[config.mk]
export PLATFORM = sky130hd
export DESIGN_NAME = half_duplex_uart_with_tx_buffer
export DESIGN_NICKNAME = d
export VERILOG_FILES = /design/src/rtl/core/hduart_pkg.sv /design/src/rtl/core/half_duplex_uart_with_tx_buffer.sv /design/src/rtl/core/hduart_core.sv /design/src/rtl/core/hduart_out_skid.sv
export SDC_FILE = /design/constraint.sdc
export NUM_CORES = 1
export LEC_CHECK = 0
export ABC_AREA = 1
export BUFFER_PORTS_ARGS = -buffer_cell sky130_fd_sc_hd__buf_2
export CAP_MARGIN = 20
export CELL_PAD_IN_SITES_DETAIL_PLACEMENT = 1
export CELL_PAD_IN_SITES_GLOBAL_PLACEMENT = 1
export CORE_MARGIN = 10
export CORE_UTILIZATION = 48
export DETAILED_ROUTE_END_ITERATION = 12
export GPL_ROUTABILITY_DRIVEN = 0
export HOLD_SLACK_MARGIN = 0.06
export PLACE_DENSITY = 0.87
export SLEW_MARGIN = 15
export SYNTH_ARGS = -nofsm -noshare
export SYNTH_HDL_FRONTEND = slang
export SYNTH_SLANG_ARGS = --single-unit
export TNS_END_PERCENT = 10
[constraint.sdc]
create_clock -name i_clk -period 2.5 [get_ports i_clk]
set_input_delay 0.25 -clock i_clk [delete_from_list [all_inputs] [get_ports i_clk]]
set_output_delay 0.25 -clock i_clk [all_outputs]
set_load 0.02 [all_outputs]
[src/rtl/core/hduart_pkg.sv]
// Shared types and codes for the half-duplex UART with transmit buffer.
`default_nettype none
package hduart_pkg;

    // Event codes carried in the request tuser
    localparam logic [1:0] OP_TICK = 2'd0;
    localparam logic [1:0] OP_EDGE = 2'd1;
    localparam logic [1:0] OP_PUSH = 2'd2;

    // Line state machine codes
    localparam logic [2:0] PH_IDLE     = 3'd0;
    localparam logic [2:0] PH_RX_START = 3'd1;
    localparam logic [2:0] PH_RX_DATA  = 3'd2;
    localparam logic [2:0] PH_TX_START = 3'd3;
    localparam logic [2:0] PH_TX_DATA  = 3'd4;

    // Bits per character and request/result bus widths
    localparam int unsigned DATA_BITS  = 8;
    localparam int unsigned S_DATA_W   = 16;
    localparam int unsigned S_USER_W   = 2;
    localparam int unsigned M_DATA_W   = 16;
    localparam int unsigned RESULT_W   = 13;

    // Request fields
    typedef struct packed {
        logic [1:0] opcode;
        logic       rx_level;
        logic [7:0] tx_byte;
    } t_request;

    // Result fields, first field in the highest bits when packed
    typedef struct packed {
        logic       timer_on;
        logic       tx_busy;
        logic       push_accepted;
        logic [7:0] rx_data;
        logic       rx_valid;
        logic       tx_line;
    } t_result;

endpackage
`default_nettype wire

[src/rtl/core/half_duplex_uart_with_tx_buffer.sv]
// Top level of the half-duplex 8N1 UART with linear transmit buffer.
`default_nettype none
// Each request is one event (bit tick, receive falling edge, or transmit push) and
// yields exactly one result, registered in the output stage when the request is
// taken and held there, or in its skid slot, while the result side stalls. One
// request is taken every clock while results drain: the line state machine updates
// all its registers together, and the byte being transmitted is prefetched from the
// buffer memory so its read port never stalls the sequence. A two-slot output stage
// takes one more request after the result side stops and then holds off requests
// until a result drains. The transmit buffer holds BUFFER_DEPTH bytes; a push into a
// full buffer is dropped and reported with push_accepted low.
module half_duplex_uart_with_tx_buffer #(
    parameter int unsigned BUFFER_DEPTH = 16
) (
    input  wire         i_clk,
    input  wire         i_rst_n,
    input  wire         s_axis_tvalid,
    output logic        s_axis_tready,
    // [0] rx_level, [8:1] tx_byte, [15:9] zero
    input  wire  [15:0] s_axis_tdata,
    // [1:0] opcode
    input  wire  [1:0]  s_axis_tuser,
    output logic        m_axis_tvalid,
    input  wire         m_axis_tready,
    // [0] tx_line, [1] rx_valid, [9:2] rx_data, [10] push_accepted,
    // [11] tx_busy, [12] timer_on, [15:13] zero
    output logic [15:0] m_axis_tdata
);
    import hduart_pkg::*;

    t_request req;
    t_result  core_res;
    t_result  out_res;
    logic     accept;

    assign req.opcode   = s_axis_tuser;
    assign req.rx_level = s_axis_tdata[0];
    assign req.tx_byte  = s_axis_tdata[8:1];
    assign accept       = s_axis_tvalid && s_axis_tready;

    hduart_core #(
        .BUFFER_DEPTH(BUFFER_DEPTH)
    ) u_core (
        .i_clk   (i_clk),
        .i_rst_n (i_rst_n),
        .i_en    (accept),
        .i_req   (req),
        .o_res   (core_res)
    );

    hduart_out_skid u_out (
        .i_clk   (i_clk),
        .i_rst_n (i_rst_n),
        .i_valid (s_axis_tvalid),
        .i_res   (core_res),
        .o_ready (s_axis_tready),
        .o_valid (m_axis_tvalid),
        .o_res   (out_res),
        .i_ready (m_axis_tready)
    );

    // Pack the result and pad to whole bytes
    assign m_axis_tdata = {{(M_DATA_W - RESULT_W){1'b0}}, out_res};

endmodule
`default_nettype wire

[src/rtl/core/hduart_core.sv]
// Line state machine, transmit buffer memory and result formation.
`default_nettype none
module hduart_core #(
    parameter int unsigned BUFFER_DEPTH = 16
) (
    input  wire                  i_clk,
    input  wire                  i_rst_n,
    input  wire                  i_en,
    input  hduart_pkg::t_request i_req,
    output hduart_pkg::t_result  o_res
);
    import hduart_pkg::*;

    localparam int unsigned CW = $clog2(BUFFER_DEPTH + 1);
    localparam int unsigned AW = (BUFFER_DEPTH > 1) ? $clog2(BUFFER_DEPTH) : 1;
    localparam logic [CW-1:0] DEPTH_C = CW'(BUFFER_DEPTH);
    localparam logic [3:0] LAST_BIT = 4'(DATA_BITS);

    logic [2:0]    r_phase, n_phase;
    logic [3:0]    r_bit, n_bit;
    logic [7:0]    r_rx, n_rx;
    logic [CW-1:0] r_fill, n_fill;
    logic [CW-1:0] r_sent, n_sent;
    logic          r_busy, n_busy;
    logic          r_timer, n_timer;
    logic          r_line, n_line;

    logic [7:0]    r_store [BUFFER_DEPTH];
    logic [7:0]    r_rd_data;

    logic          wr_en;
    logic [AW-1:0] wr_addr;
    logic [AW-1:0] rd_addr;
    logic          rx_done;
    logic          push_ok;
    logic [2:0]    cur_phase;
    logic [2:0]    nxt_phase;
    logic [3:0]    bit_inc;
    logic [CW-1:0] sent_inc;

    assign wr_addr  = r_fill[AW-1:0];
    assign rd_addr  = (n_sent < DEPTH_C) ? n_sent[AW-1:0] : '0;
    assign bit_inc  = r_bit + 4'd1;
    assign sent_inc = (r_sent < DEPTH_C) ? (r_sent + CW'(1)) : r_sent;

    // Work out the next state for the accepted request
    always_comb begin
        n_phase   = r_phase;
        n_bit     = r_bit;
        n_rx      = r_rx;
        n_fill    = r_fill;
        n_sent    = r_sent;
        n_busy    = r_busy;
        n_timer   = r_timer;
        n_line    = r_line;
        wr_en     = 1'b0;
        rx_done   = 1'b0;
        push_ok   = 1'b0;
        cur_phase = r_phase;
        nxt_phase = r_phase;
        if (i_en) begin
            unique case (i_req.opcode)
                OP_TICK: begin
                    if (r_timer) begin
                        // Pending transmit takes over the line
                        if (!r_busy && (r_fill > r_sent)) begin
                            cur_phase = PH_TX_START;
                            nxt_phase = PH_TX_START;
                            n_busy    = 1'b1;
                        end
                        unique case (cur_phase)
                            PH_RX_START: begin
                                if (!i_req.rx_level) begin
                                    nxt_phase = PH_RX_DATA;
                                    n_bit     = 4'd0;
                                    n_rx      = 8'd0;
                                end else begin
                                    nxt_phase = PH_IDLE;
                                end
                            end
                            PH_RX_DATA: begin
                                if (r_bit < LAST_BIT) begin
                                    n_rx  = r_rx | (8'(i_req.rx_level) << r_bit[2:0]);
                                    n_bit = bit_inc;
                                end
                                if (n_bit == LAST_BIT) begin
                                    nxt_phase = PH_IDLE;
                                    rx_done   = 1'b1;
                                    n_timer   = 1'b0;
                                end
                            end
                            PH_IDLE: begin
                                if (n_busy) begin
                                    nxt_phase = PH_TX_START;
                                end
                            end
                            PH_TX_START: begin
                                n_line    = 1'b0;
                                n_bit     = 4'd0;
                                nxt_phase = PH_TX_DATA;
                            end
                            PH_TX_DATA: begin
                                if (r_bit < LAST_BIT) begin
                                    n_line = r_rd_data[r_bit[2:0]];
                                end else if (r_bit == LAST_BIT) begin
                                    // Stop bit: retire the byte, drain the buffer when done
                                    n_line    = 1'b1;
                                    n_sent    = sent_inc;
                                    nxt_phase = PH_IDLE;
                                    if (!(r_fill > sent_inc)) begin
                                        n_sent  = '0;
                                        n_fill  = '0;
                                        n_busy  = 1'b0;
                                        n_timer = 1'b0;
                                    end
                                end
                                n_bit = bit_inc;
                            end
                            default: begin
                            end
                        endcase
                        n_phase = nxt_phase;
                    end
                end
                OP_EDGE: begin
                    if (r_phase == PH_IDLE) begin
                        n_timer = 1'b1;
                        n_phase = PH_RX_START;
                    end
                end
                OP_PUSH: begin
                    if (r_fill < DEPTH_C) begin
                        n_timer = 1'b1;
                        n_fill  = r_fill + CW'(1);
                        wr_en   = 1'b1;
                        push_ok = 1'b1;
                    end
                end
                default: begin
                end
            endcase
        end
    end

    // Hold the control state
    always_ff @(posedge i_clk) begin
        if (!i_rst_n) begin
            r_phase <= PH_IDLE;
            r_bit   <= 4'd0;
            r_rx    <= 8'd0;
            r_fill  <= '0;
            r_sent  <= '0;
            r_busy  <= 1'b0;
            r_timer <= 1'b0;
            r_line  <= 1'b1;
        end else begin
            r_phase <= n_phase;
            r_bit   <= n_bit;
            r_rx    <= n_rx;
            r_fill  <= n_fill;
            r_sent  <= n_sent;
            r_busy  <= n_busy;
            r_timer <= n_timer;
            r_line  <= n_line;
        end
    end

    // Transmit buffer: one write port, registered read of the byte being sent
    always_ff @(posedge i_clk) begin
        if (wr_en) begin
            r_store[wr_addr] <= i_req.tx_byte;
        end
        if (wr_en && (wr_addr == rd_addr)) begin
            r_rd_data <= i_req.tx_byte;
        end else begin
            r_rd_data <= r_store[rd_addr];
        end
    end

    // Form the result from the next state
    always_comb begin
        o_res.tx_line       = n_line;
        o_res.rx_valid      = rx_done;
        o_res.rx_data       = n_rx;
        o_res.push_accepted = push_ok;
        o_res.tx_busy       = n_busy;
        o_res.timer_on      = n_timer;
    end

endmodule
`default_nettype wire

[src/rtl/core/hduart_out_skid.sv]
// Output register with skid stage for the result stream.
`default_nettype none
module hduart_out_skid (
    input  wire                 i_clk,
    input  wire                 i_rst_n,
    input  wire                 i_valid,
    input  hduart_pkg::t_result i_res,
    output logic                o_ready,
    output logic                o_valid,
    output hduart_pkg::t_result o_res,
    input  wire                 i_ready
);
    import hduart_pkg::*;

    logic    r_out_valid;
    logic    r_skid_valid;
    t_result r_out;
    t_result r_skid;
    logic    take;
    logic    accept;

    assign o_ready = !r_skid_valid;
    assign o_valid = r_out_valid;
    assign o_res   = r_out;
    assign take    = r_out_valid && i_ready;
    assign accept  = i_valid && !r_skid_valid;

    // Track occupancy of the two slots
    always_ff @(posedge i_clk) begin
        if (!i_rst_n) begin
            r_out_valid  <= 1'b0;
            r_skid_valid <= 1'b0;
        end else if (r_skid_valid) begin
            if (take) begin
                r_skid_valid <= 1'b0;
            end
        end else if (accept) begin
            if (!r_out_valid || take) begin
                r_out_valid <= 1'b1;
            end else begin
                r_skid_valid <= 1'b1;
            end
        end else if (take) begin
            r_out_valid <= 1'b0;
        end
    end

    // Move result payloads
    always_ff @(posedge i_clk) begin
        if (r_skid_valid) begin
            if (take) begin
                r_out <= r_skid;
            end
        end else if (accept) begin
            if (!r_out_valid || take) begin
                r_out <= i_res;
            end else begin
                r_skid <= i_res;
            end
        end
    end

endmodule
`default_nettype wire
[After elaboration in Yosys (flattened, before gate mapping)]
Memories as Yosys holds them, arrays and structs flattened. A register that Yosys moved wholly into a read port is not among the register bits.
Index checks and enable logic that the tools add are counted.
Storage, ports and cells
  flip-flop bits (word level): 56
  word-level logic and storage cells: 168
  memory bits (writable): 128
  output and inout bits: 18
  memories: 1
Operators by class
  equal/unequal tests: 18
  muxes and demuxes: 91
  shifts and indexed selects: 1
  $add $sub $neg: 3
  bitwise gates (word level): 3
  reduce and logical (&&, ||, !) cells: 22
  order comparisons: 7
Memory list
  u_core.r_store: words 16, bits a word 8, read ports 1, clocked after memory_dff 1, write ports 1, line hduart_core.sv:28  | logic [7:0] r_store [BUFFER_DEPTH];
Operator list (count)
  $mux W5: 14
  $mux W13: 4
  $mux W1: 41
  $mux W8: 5
  $mux W3: 10
  $mux W4: 7
  $pmux W4 S4: 1
  $pmux W8 S2: 1
  $lt A5 B5 Y1 const B: 3
  $pmux W3 S5: 1
  $ne A2 B1 Y1 const B: 6
  $add A5 B1 Y5 const B: 2
  $gt A5 B5 Y1: 2
  $pmux W5 S2: 1
  $reduce_bool A2 Y1: 5
  $reduce_and A3 Y1: 3
  $eq A4 B4 Y1 const B: 2
  $ne A2 B2 Y1 const B: 4
  $or A8 B8 Y8: 1
  $reduce_and A8 Y1: 1
  $shl A1 B3 Y8: 1
  $eq A3 B2 Y1 const B: 2
  $logic_not A3 Y1: 2
  $pmux W3 S2: 1
  other kinds (19): 25

[Longest topological paths before layout]
  depth in word-level cells: 20
  mapped depth: 18
  depth with buffers taken out: 17

[Modules after synthesis]
A second synthesis with hierarchy kept.
Unflattened totals
  cells, all modules: 916
  area, all modules: 8785.9 um2
By module, submodules not included
  hduart_core: times used 1, cells each 821, area each 7647.3 um2, sequential area each 4484.3 um2
  hduart_out_skid: times used 1, cells each 89, area each 1104.8 um2, sequential area each 820.8 um2
  half_duplex_uart_with_tx_buffer: times used 1, cells each 6, area each 33.8 um2, sequential area each 0.0 um2

[Worst setup path before layout]
Ideal clock, no wire load.
  path type: register -> register
  from: register u_core.r_sent[0]
  to: register u_out.r_out (netlist bit u_out.o_res[12]), data pin
  clock period less this slack: 2243 ps
  cell stages (with the launch flop): 17
  data arrival time: 1990 ps
  path buffers: 0
  setup slack: 257 ps
  required time: 2247 ps
  cell sequence: dfxtp_1 -> ha_1 -> nand2_1 -> xor2_1 -> ha_1 -> nand2_1 -> inv_1 -> o21ai_0 -> o211ai_1 -> nand2_1 -> nand2_1 -> o21ai_0 -> nand2_1 -> nand2_1 -> nand2_1 -> nand3_1 -> nand2_1
Between the ends
  cells in the longest elaborated chain, start to end: 14
  elaborated cells on any way between the ends: 22
Ends and longest elaborated chain
  from (decl): line hduart_core.sv:23  | logic [CW-1:0] r_sent, n_sent;
  from (signal assigned): line hduart_core.sv:161  | r_sent <= n_sent;
  parallel branches: the longest is 7 deep, another holds $add A5 B1 Y5
  $pmux W1 S2 (*): line hduart_core.sv:71  | unique case (cur_phase)
  $mux W1 (*): line hduart_core.sv:64  | if (r_timer) begin
  $pmux W1 S3 (*): line hduart_core.sv:62  | unique case (i_req.opcode)
  $mux W1 (*): line hduart_core.sv:61  | if (i_en) begin
  $mux W13 (*): line hduart_out_skid.sv:55  | if (!r_out_valid || take) begin
  $mux W13 (*): line hduart_out_skid.sv:54  | end else if (accept) begin
  $mux W13 (*): line hduart_out_skid.sv:50  | if (r_skid_valid) begin
  to (signal assigned): line hduart_out_skid.sv:52  | r_out <= r_skid;
  to (signal assigned): line hduart_out_skid.sv:56  | r_out <= i_res;
  to (decl): line hduart_out_skid.sv:17  | t_result r_out;
Mark *: on every way between the ends. The select of a mux whose other input is x is not followed.
A chain may end at the register's enable or synchronous reset.

==> flow_metrics.py <==
metrics = {
    "outcome": {
        "status": "complete, but fails checks",
        "failed_checks": "negative setup slack",
    },
    "routing": {
        "vias": 7074,
        "post-route-drc-count": 0,
        "viasPerCell": 5.72,
        "drtAntennaViolNets": 0,
        "wl_per_cell_um": 22.0,
        "drtIter0Drc": 691,
        "wirelength_mm": 27.2,
        "dr.pass1.iters": 5,
    },
    "flow_run": {
        "maxCapViolations": 0,
    },
    "global_routing": {
        "grtUsageTotal_pct": 22.1,
        "grt_overflow": 0,
        "grt_max_degree": 43,
        "antenna_found_initial": 0,
        "grt_pass1_wl_mm": 41.6,
        "grt_pass1_vias": 7576,
    },
    "power": {
        "power_density_nw_per_um2": 627,
        "total_power_mw": 6.40,
        "peakVddDrop_uv": 508,
        "power_leakage_nw": 4.30,
    },
    "clocking": {
        "clkTransAtPathRegs_ns": 0.07,
        "cts_root_buffer": "clkbuf_16",
        "cts_made_buffers": 17,
        "clock-sinks": 188,
        "clkLatencyLatePin_ns": 0.45,
        "h-tree-depth": 4,
        "cts_tree": "done",
        "cts_buffer_depth": 2,
    },
    "setup_path": {
        "path_cells": "ha_4, nand3_1, nand2_1, inv_1, ha_1, a21oi_1, o211ai_1, nand2_1, nand2_2, o21ai_2, nand2_1, nand2_1, nand2_2, nand2_2, inv_2",
        "crit_path_start_kind": "register",
        "rr_startpoint": "u_core.r_sent[1]",
        "slowest_stage": "dfxtp_2",
        "crit_buf_inv": 2,
        "r2r_cells": 15,
        "crit_path_max_fanout": 4,
        "path_common_cell": "nand2_1",
        "rrSetupSlack_ns": -0.02,
        "endpoint_kind": "register",
        "cp_top_family": "simple AND/OR/NAND/NOR gates",
        "critPathMaxStageDelay_ns": 0.38,
        "worst_ep_arrival_time_ns": 2.73,
        "crit_type": "reg2reg",
        "required_ns": 2.71,
        "r2r-end": "u_out.r_skid[12]",
    },
    "floorplan": {
        "floorplan.initialDensity_pct": 49.1,
        "die_area_um2": 24300,
        "fp.dieW_um": 156,
        "rows": 49,
        "die_h_um": 156,
        "io_pins": 40,
        "core_um2": 18000,
    },
    "placed_design": {
        "post-dp-hpwl_mm": 16.7,
        "port_buffers": 29,
        "dp_cells": 1193,
        "place_area_um2": 9400,
        "dp_slack_ns": -0.0901,
    },
    "logic_synthesis": {
        "ys_warn_count": 0,
        "synth_cell_types": 43,
        "synthArstFlopShare_pct": 0,
        "synthCells": 928,
        "syn_area_um2": 8840,
        "syn_avg_cell_area_um2": 9.53,
        "synth-seq-cells": 188,
        "synth_edf_count": 154,
        "synth_flop_cell": "edfxtp_1",
        "ys_seq_area_share_pct": 60.0,
    },
    "min_path": {
        "hold_path_end": "u_out.r_skid_valid",
        "hp-class": "in2reg",
        "hp-start": "m_axis_tready",
        "min_delay_path_depth": 4,
    },
    "final_layout": {
        "area_growth_pct": 15.3,
        "fin_nets": 1035,
        "final_common_cell": "nand2_1",
        "final_cell_mix": "256 x nand2_1, 154 x edfxtp_1, 131 x inv_1, 111 x nand3_1, 48 x nor2_1",
        "drive_gt1_share_pct": 18.8,
        "fin_area_um2": 10200,
        "post-route-util_pct": 56.6,
        "instances_no_fill": 1237,
        "diodes": 0,
    },
    "timing": {
        "worst_pin_slew_ns": 0.911,
        "tns_ns": -0.0426,
        "hold_ws_ns": 0.112,
        "timing.final.ws_setup_ns": -0.0225,
        "rsz0062_at_grt": "true",
        "setup_viol": 2,
        "final.min_clock_period_ns": 2.52,
        "fin_skew_ns": 0.00885,
        "slew_headroom_pct": 39.2,
        "finalHoldViolCount": 0,
        "finalCritPeriodShare_pct": 101,
        "maxSlewViolCount": 0,
        "fmax_mhz": 396,
    },
}
[how the worst max path moves through the flow]
stage,from,end,cells past startpoint
2_1_floorplan,u_core.r_sent[0],u_out.o_res[12],16
3_3_place_gp,u_core.r_sent[1],u_out.o_res[12],16
3_5_place_dp,u_core.r_sent[1],u_core.r_fill[2],15
4_1_cts,u_core.r_sent[0],u_core.r_fill[2],16
5_1_grt,u_core.r_sent[1],u_out.r_skid[12],16
6_report,u_core.r_sent[1],u_out.r_skid[12],15
[what timing repair did]
item / CTS / global route
cloned: 0 / 0
hold buffers: 0 / 0
endpoints found under the hold margin: 0 / 0
resized for setup: 6 / 34
setup buffers: 3 / 9
endpoints found under the setup margin: 15 / 42
pin swaps: 1 / 10
[final cells by class]
type / instances / area, µm²
clock buffer: 20 / 457
fill: 2024 / 7830
multi-input combinational: 562 / 2900
clock inverter: 12 / 113
tap: 229 / 287
inverter: 146 / 551
timing repair buffer: 80 / 569
sequential: 188 / 5320
[synthesized netlist by cell type, drive strengths merged, types with 2 or more instances]
library cell,instances,area [µm²]
a21oi,19,95.1
buf,28,188
clkbuf,6,22.5
dfxtp,34,681
edfxtp,154,4620
ha,18,225
inv,146,548
nand2,272,1040
nand3,119,636
nand4,5,46.3
nor2,59,282
nor3,10,61.3
o211ai,4,30.0
o21ai,30,176
o21bai,4,33.8
o22ai,3,18.8
or2,4,25.0
xnor2,2,17.5
xor2,4,35.0
[metal layers]
| layer | share of wire, % | track usage [%] | vias up |
|---|---|---|---|
| li1 | - | - | 3161 |
| met1 | 38 | 25.7 | 3515 |
| met2 | 52 | 38.2 | 313 |
| met3 | 5.5 | 4.22 | 85 |
| met4 | 4.1 | 10.8 | 0 |
| met5 | 0 | 0 | - |
[kinds of logic after synthesis]
kind of cell	share of synthesized area [%]
simple gates	23.7
fa+ha+maj	2.55
buf+inv	8.57
xor+xnor	0.594
compound gates	4.53
other cells	0.0424
flops	60.0
[where the power goes]
part	internal [mW]	switching (mW)	leakage [nW]
clock network	1.43	1.24	0.265
registers	3.41	0.0155	1.68
logic	0.0755	0.219	2.36
[tightest hold or removal path, cell delays in order]
cell and delay (ns):
buf_2 0.10, nand2_1 0.05, nand2_1 0.05, a21oi_1 0.05
[state kept, by name (all words and copies together) (netlist names), 3 cells and up, named ones only]
register,cells
u_out.r_skid,13
u_core.r_store,128
u_core.r_bit,4
u_out.o_res,13
u_core.r_phase,3
u_core.r_rx,8
u_core.r_sent,5
u_core.r_fill,5
(Power assumes the default switching activity.)
